--- config.mk ---
export PLATFORM = sky130hd
export DESIGN_NAME = alen_cmp
export DESIGN_NICKNAME = d
export VERILOG_FILES = /design/src/sv/alen_pkg.sv /design/src/sv/alen_cmp.sv
export SDC_FILE = /design/constraint.sdc
export NUM_CORES = 1
export LEC_CHECK = 0
export BUFFER_PORTS_ARGS = -buffer_cell sky130_fd_sc_hd__buf_2
export CAP_MARGIN = 20
export CORE_AREA = 4 4 59 61
export DETAILED_ROUTE_END_ITERATION = 6
export DIE_AREA = 0 0 63 65
export PLACE_DENSITY_LB_ADDON = 0.3
export REMOVE_ABC_BUFFERS = 1
export SYNTH_ARGS = -nofsm -noshare
export SYNTH_HDL_FRONTEND = slang
export SYNTH_SLANG_ARGS = --single-unit
--- constraint.sdc ---
create_clock -name vclk -period 2.2
set_input_delay 0.11 -clock vclk [all_inputs]
set_output_delay 0.11 -clock vclk [all_outputs]
set_load 0.1 [all_outputs]
--- src/sv/alen_pkg.sv ---
// Shared constants and types for the array list engine.
// No dependencies; used by alen_cmp and array_list_engine_core.
`timescale 1ns / 1ps

package alen_pkg;

   localparam int CAPACITY = 1024;
   localparam int ADDR_W   = $clog2(CAPACITY);
   localparam int CNT_W    = $clog2(CAPACITY + 1);
   localparam int DATA_W   = 32;
   localparam int KIND_W   = 3;
   localparam int STAT_W   = 3;
   localparam int SLOT_W   = 10;

   // Request payload: value, new_value, slot, padded to whole bytes.
   localparam int REQ_RAW_W  = 2 * DATA_W + SLOT_W;
   localparam int REQ_DATA_W = ((REQ_RAW_W + 7) / 8) * 8;
   // Response payload: status, found_at, largest, length.
   localparam int RSP_RAW_W  = STAT_W + SLOT_W + DATA_W + CNT_W;
   localparam int RSP_DATA_W = ((RSP_RAW_W + 7) / 8) * 8;

   localparam logic [KIND_W-1:0] KIND_APPEND  = 3'd0;
   localparam logic [KIND_W-1:0] KIND_REPLACE = 3'd1;
   localparam logic [KIND_W-1:0] KIND_DELETE  = 3'd2;
   localparam logic [KIND_W-1:0] KIND_FIND    = 3'd3;
   localparam logic [KIND_W-1:0] KIND_WRITE   = 3'd4;
   localparam logic [KIND_W-1:0] KIND_MAX     = 3'd5;

   localparam logic [STAT_W-1:0] STAT_OK        = 3'd0;
   localparam logic [STAT_W-1:0] STAT_NOT_FOUND = 3'd1;
   localparam logic [STAT_W-1:0] STAT_FULL      = 3'd2;
   localparam logic [STAT_W-1:0] STAT_RANGE     = 3'd3;
   localparam logic [STAT_W-1:0] STAT_EMPTY     = 3'd4;

   typedef struct packed {
      logic eq;
      logic gt;
   } cmp_res_type;

endpackage

--- src/sv/alen_cmp.sv ---
// Shared word comparator: equality and two's complement greater-than.
// Depends on alen_pkg.
`timescale 1ns / 1ps

module alen_cmp (
   input  logic signed [alen_pkg::DATA_W-1:0] a,
   input  logic signed [alen_pkg::DATA_W-1:0] b,
   output alen_pkg::cmp_res_type               res
);

   always_comb begin
      res.eq = (a == b);
      res.gt = (a > b);
   end

endmodule

==> reports/qor.json, run 1 <==
{
  "flow.area_growth_from_synthesis": {"value": 53.19, "unit": "%"},
  "floorplan.die_area": {"value": 4095, "unit": "um^2"},
  "cts_resized": {"value": 0},
  "min_period_over_period": {"value": 0.9618},
  "final.setup.tns": {"value": 0, "unit": "ns"},
  "placedInstanceArea": {"value": 1254, "unit": "um^2"},
  "internal_power": {"value": 117.6, "unit": "uW"},
  "max_slew_margin": {"value": 0.7259},
  "antennaDiodeCount": {"value": 0},
  "cts_hold_repair_buffers": {"value": 0},
  "final_core_util": {"value": 0.4345},
  "power.leakage": {"value": 0.8434, "unit": "nW"},
  "layout_setup_ws": {"value": 0.08406, "unit": "ns"},
  "comb_power_share": {"value": 1.000},
  "crit_buf_inv": {"value": 3},
  "rsz_0062_raised_after_global_routing": {"value": "no"},
  "place_inst": {"value": 214},
  "initial_core_util": {"value": 0.2836},
  "place.gp.congestion": {"value": 0.6896},
  "wire_length_of_the_first_global_routing_pass": {"value": 3.546, "unit": "mm"},
  "syn_inst": {"value": 114},
  "timing.critical_path.mode_cell": {"value": "nand2b_4"},
  "worst_ir_drop_vdd": {"value": 0.0001593, "unit": "V"},
  "finalNetCount": {"value": 279},
  "critPathMaxStageDelay": {"value": 0.43, "unit": "ns"},
  "worst_setup_path_end_kind": {"value": "primary output"},
  "hold_path.class": {"value": "primary input to primary output"},
  "globalRouteOverflowTotal": {"value": 0},
  "timing_worst_setup_path_type": {"value": "primary input to primary output"},
  "global_route.usage.total": {"value": 0.09931},
  "setup_viol": {"value": 0},
  "status": {"value": "finished clean"},
  "fp.dieW": {"value": 63, "unit": "um"},
  "relative_contribution_of_the_clock_network_to_total_power": {"value": 0},
  "route.detailed.drc": {"value": 0},
  "count_of_buffers_added_by_post_cts_timing_repair_for_setup": {"value": 0},
  "maxSlewViolCount": {"value": 0},
  "place.detailed.hpwl": {"value": 2.008, "unit": "mm"},
  "worst_ep_required_time": {"value": 2.09, "unit": "ns"},
  "wirelength": {"value": 2.104, "unit": "mm"},
  "yosysWarningCount": {"value": 0},
  "power": {"value": 232.8, "unit": "uW"},
  "critical-path-top-delay-family": {"value": "simple AND/OR/NAND/NOR gates"},
  "power.share.switching": {"value": 0.4946},
  "drt_pass_1_iters": {"value": 2},
  "netlist-cell-type-count": {"value": 23},
  "ys_seq_area_frac": {"value": 0},
  "rows": {"value": 20},
  "fin_hold_ws": {"value": 0.8383, "unit": "ns"},
  "drv.max_cap_violation_count": {"value": 0},
  "max_clock_freq": {"value": 472.6, "unit": "MHz"},
  "placement.io_buffers": {"value": 66},
  "maximum_number_of_pins_on_one_net_before_global_route_repair": {"value": 5},
  "fp.dieH": {"value": 65, "unit": "um"},
  "total_number_of_vias": {"value": 972},
  "multiInputGateArea": {"value": 760.7, "unit": "um^2"},
  "placement.setup.worst_slack": {"value": 0.05378, "unit": "ns"},
  "period_minus_slack": {"value": 2.116, "unit": "ns"},
  "finish.cell_count_without_fillers": {"value": 214},
  "routed_wire_length_per_instance": {"value": 9.832, "unit": "um"},
  "p_sw": {"value": 115.1, "unit": "uW"},
  "finalInstanceArea": {"value": 1294, "unit": "um^2"},
  "first_global_vias": {"value": 911},
  "post_route_cells_drive_above_1_share": {"value": 0.4088},
  "power_per_cell_area": {"value": 179.9, "unit": "nW/um^2"},
  "top_level_ports": {"value": 66},
  "drtAntennaViolNets": {"value": 0},
  "area.sequential": {"value": 0, "unit": "um^2"},
  "syn_area": {"value": 844.6, "unit": "um^2"},
  "drt_iter0_markers": {"value": 17},
  "timing.critical_path.cells": {"value": "buf_2, inv_1, ha_4, and4_1, nand4_1, or3_4, nand2b_4, o221ai_1, nand2b_4, buf_12"},
  "num-fill-cells": {"value": 321},
  "synth_area_per_cell": {"value": 7.408, "unit": "um^2"},
  "hold_violation_total_from_the_final_report": {"value": 0},
  "cp_slowest_cell": {"value": "or3_4"},
  "crit_path_max_fanout": {"value": 4},
  "numSequentialCells": {"value": 0},
  "placeableCoreArea": {"value": 2978, "unit": "um^2"},
  "initial_antenna_violation_count": {"value": 0},
  "clkbuf_count": {"value": 0},
  "actual_transition_at_the_worst_max_transition_pin": {"value": 0.4111, "unit": "ns"},
  "timing.critical_path.arrival": {"value": 2.01, "unit": "ns"},
  "crit_start_category": {"value": "primary input"},
  "routed_via_density": {"value": 4.542},
  "power.sequential.fraction": {"value": 0}
}
[per-layer routing]
layer  vias to the layer above  GRT usage  share of wire
met4                         0          0         0.0081
met5                         -          0              0
met3                         2    0.01560          0.094
met1                       396     0.1302           0.43
li1                        532          -              -
met2                        42     0.1805           0.47
[cell families (layout without fill, tap and decap cells)]
family,count (synthesis),count (layout),share of synthesized area
AND/OR/NAND/NOR,25,25,0.1941
AO/OA/AOI/OAI,24,24,0.1852
buffers and inverters,33,100,0.1467
adder cells (fa/ha/maj),32,32,0.4741
[cells in the final DEF, fill, tap and decap left out, types with 2 or more instances in the layout]
master    Yosys  routed
a221oi_1      3       3
nand4_1       5       5
buf_2         0      64
buf_12        0       2
nor2_1        2       2
a21o_1        4       4
nand2b_4      1       2
o21ai_0       5       5
nand2_1       6       6
inv_1        33      33
a21oi_1       8       8
nand3_1       2       2
ha_1         32      31
[area by class of cell]
| cell class | count | share of cell area |
|---|---|---|
| repair buffers | 67 | 0.2843 |
| inverters | 33 | 0.09574 |
| multi-input cells | 81 | 0.5880 |
| well taps | 33 | 0.03191 |
[worst min-delay path: cells and delay by family]
kind | cells | cell delay (ns)
adder cells (fa/ha/maj) | 1 | 0.15
buffers and inverters | 2 | 0.27
AND/OR/NAND/NOR | 2 | 0.19
[final timing paths]
path | slack (ns) | cells after the start | end | from
worst max-delay path | 0.08 | 10 | res[0] | b[31]
worst min-delay path | 0.84 | 5 | res[0] | a[31]
[synthesized netlist by cell type]
master / number / area share
nor4_4: 1 / 0.025
and2_0: 1 / 0.0074
nor2b_1: 1 / 0.0074
nor3_1: 1 / 0.0059
a21oi_1: 8 / 0.047
nand2_1: 6 / 0.027
inv_1: 33 / 0.15
o21ai_0: 5 / 0.030
o211a_1: 1 / 0.012
a221oi_1: 3 / 0.031
a221o_1: 1 / 0.012
nand2b_1: 2 / 0.015
nor2_1: 2 / 0.0089
a31oi_1: 1 / 0.0074
or3_1: 1 / 0.0074
a21o_1: 4 / 0.036
and4_1: 1 / 0.010
o221ai_1: 1 / 0.010
nand4_1: 5 / 0.037
ha_1: 32 / 0.47
nand4_2: 1 / 0.015
nand2b_4: 1 / 0.016
nand3_1: 2 / 0.012
[power by group through the flow]
| stage | logic, mW | clock network [mW] | registers, mW |
|---|---|---|---|
| 2_1_floorplan | 0.132 | 0 | 0 |
| 3_3_place_gp | 0.226 | 0 | 0 |
| 3_5_place_dp | 0.227 | 0 | 0 |
| 4_1_cts | 0.229 | 0 | 0 |
| 5_1_grt | 0.268 | 0 | 0 |
| 6_report | 0.233 | 0 | 0 |
No activity file was read; power rests on OpenSTA's default activity.
==> run 2: changes to the inputs <==
--- a/config.mk
+++ b/config.mk
@@ -7,9 +7,11 @@
 export LEC_CHECK = 0
 export BUFFER_PORTS_ARGS = -buffer_cell sky130_fd_sc_hd__buf_2
 export CAP_MARGIN = 20
-export CORE_AREA = 4 4 59 61
+export CELL_PAD_IN_SITES_DETAIL_PLACEMENT = 1
+export CELL_PAD_IN_SITES_GLOBAL_PLACEMENT = 1
+export CORE_AREA = 4 4 61 63
 export DETAILED_ROUTE_END_ITERATION = 6
-export DIE_AREA = 0 0 63 65
+export DIE_AREA = 0 0 65 67
 export PLACE_DENSITY_LB_ADDON = 0.3
 export REMOVE_ABC_BUFFERS = 1
 export SYNTH_ARGS = -nofsm -noshare
==> reports/qor.json, run 2 (synthesis results as in run 1) <==
{
  "fp.dieW": {"value": 65, "unit": "um"},
  "count_of_buffers_added_by_post_cts_timing_repair_for_setup": {"value": 0},
  "antennaDiodeCount": {"value": 0},
  "power.leakage": {"value": 0.8446, "unit": "nW"},
  "maxSlewViolCount": {"value": 0},
  "final_core_util": {"value": 0.4050},
  "finish.cell_count_without_fillers": {"value": 227},
  "worst_ep_required_time": {"value": 2.09, "unit": "ns"},
  "power": {"value": 244.0, "unit": "uW"},
  "place.gp.congestion": {"value": 0.6937},
  "rows": {"value": 21},
  "top_level_ports": {"value": 66},
  "placement.io_buffers": {"value": 66},
  "clkbuf_count": {"value": 0},
  "routed_wire_length_per_instance": {"value": 11.30, "unit": "um"},
  "placeableCoreArea": {"value": 3232, "unit": "um^2"},
  "power_per_cell_area": {"value": 186.4, "unit": "nW/um^2"},
  "num-fill-cells": {"value": 432},
  "worst_setup_path_end_kind": {"value": "primary output"},
  "wire_length_of_the_first_global_routing_pass": {"value": 4.498, "unit": "mm"},
  "layout_commonest_cell": {"value": "buf_2"},
  "global_route.usage.total": {"value": 0.1238},
  "hold_path.class": {"value": "primary input to primary output"},
  "timing.critical_path.arrival": {"value": 1.96, "unit": "ns"},
  "maximum_number_of_pins_on_one_net_before_global_route_repair": {"value": 5},
  "cts_hold_repair_buffers": {"value": 0},
  "drv.max_cap_violation_count": {"value": 0},
  "layout_common_cells": {"value": "buf_2, inv_1, ha_1"},
  "timing_worst_setup_path_type": {"value": "primary input to primary output"},
  "crit_start_category": {"value": "primary input"},
  "area.sequential": {"value": 0, "unit": "um^2"},
  "wirelength": {"value": 2.566, "unit": "mm"},
  "final.setup.tns": {"value": 0, "unit": "ns"},
  "numSequentialCells": {"value": 0},
  "route.detailed.drc": {"value": 0},
  "place.detailed.hpwl": {"value": 2.510, "unit": "mm"},
  "drtAntennaViolNets": {"value": 0},
  "total_number_of_vias": {"value": 1032},
  "finalNetCount": {"value": 279},
  "post_route_cells_drive_above_1_share": {"value": 0.4144},
  "fp.dieH": {"value": 67, "unit": "um"},
  "period_minus_slack": {"value": 2.072, "unit": "ns"},
  "min_period_over_period": {"value": 0.9418},
  "actual_transition_at_the_worst_max_transition_pin": {"value": 0.3340, "unit": "ns"},
  "status": {"value": "finished clean"},
  "routed_via_density": {"value": 4.546},
  "drt_pass_1_iters": {"value": 2},
  "max_slew_margin": {"value": 0.7774},
  "hold_violation_total_from_the_final_report": {"value": 0},
  "worst_ir_drop_vdd": {"value": 0.0001979, "unit": "V"},
  "crit_path_max_fanout": {"value": 4},
  "initial_core_util": {"value": 0.2613},
  "max_clock_freq": {"value": 482.6, "unit": "MHz"},
  "place_inst": {"value": 227},
  "setup_viol": {"value": 0},
  "flow.area_growth_from_synthesis": {"value": 54.96, "unit": "%"},
  "globalRouteOverflowTotal": {"value": 0},
  "floorplan.die_area": {"value": 4355, "unit": "um^2"},
  "drt_iter0_markers": {"value": 7},
  "rsz_0062_raised_after_global_routing": {"value": "no"},
  "multiInputGateArea": {"value": 759.5, "unit": "um^2"},
  "initial_antenna_violation_count": {"value": 0},
  "first_global_vias": {"value": 1137}
}
## run 2: path summary, 6_finish.rpt
check	slack (ns)	end	cells past startpoint	startpoint
setup / recovery	0.13	res[0]	10	b[31]
hold / removal	0.85	res[0]	5	a[31]
## run 2: where the power goes
group	switching [mW]	total [mW]	leakage, nW	internal [mW]
Clock	0	0	0	0
Sequential	0	0	0	0
Combinational	0.122	0.244	0.845	0.122
Total	0.122	0.244	0.845	0.122
## run 2: worst max-delay path, cell delays in order
cell	delay (ns)
buf_2	0.07
inv_1	0.06
ha_4	0.29
and4_1	0.23
nand4_1	0.13
or3_1	0.43
a31oi_2	0.22
o221ai_2	0.15
nand2b_4	0.10
buf_12	0.17
## run 2: metal layers
| layer | vias up | global-route usage | wire length, um | part of all wire |
|---|---|---|---|---|
| met5 | - | 0 | 0 | 0 |
| met3 | 4 | 0.02361 | 209 | 0.081 |
| li1 | 532 | - | - | - |
| met1 | 456 | 0.1329 | 917 | 0.36 |
| met4 | 0 | 0.01319 | 27 | 0.011 |
| met2 | 40 | 0.2529 | 1412 | 0.55 |
## run 2: final cells by class
type / instances / share of cell area
inverter: 33 / 0.09465
multi-input combinational: 81 / 0.5803
timing repair buffer: 67 / 0.2811
tap: 46 / 0.04398
## run 2: through the flow
stage	instance area (um^2)	hold slack, ns	worst slack [ns]
2_1_floorplan	844.6	0.8663	-0.4263
3_3_place_gp	1270	0.8882	0.1512
3_5_place_dp	1270	0.8996	0.07125
4_1_cts	1270	0.9103	0.04567
5_1_grt	1309	0.8782	0.01078
6_report	1309	0.8458	0.1280
## run 2: repair_timing
action | CTS | global route
hold endpoints to repair | 0 | 0
endpoints found under the setup margin | 0 | 1
gates resized for setup | 0 | 6
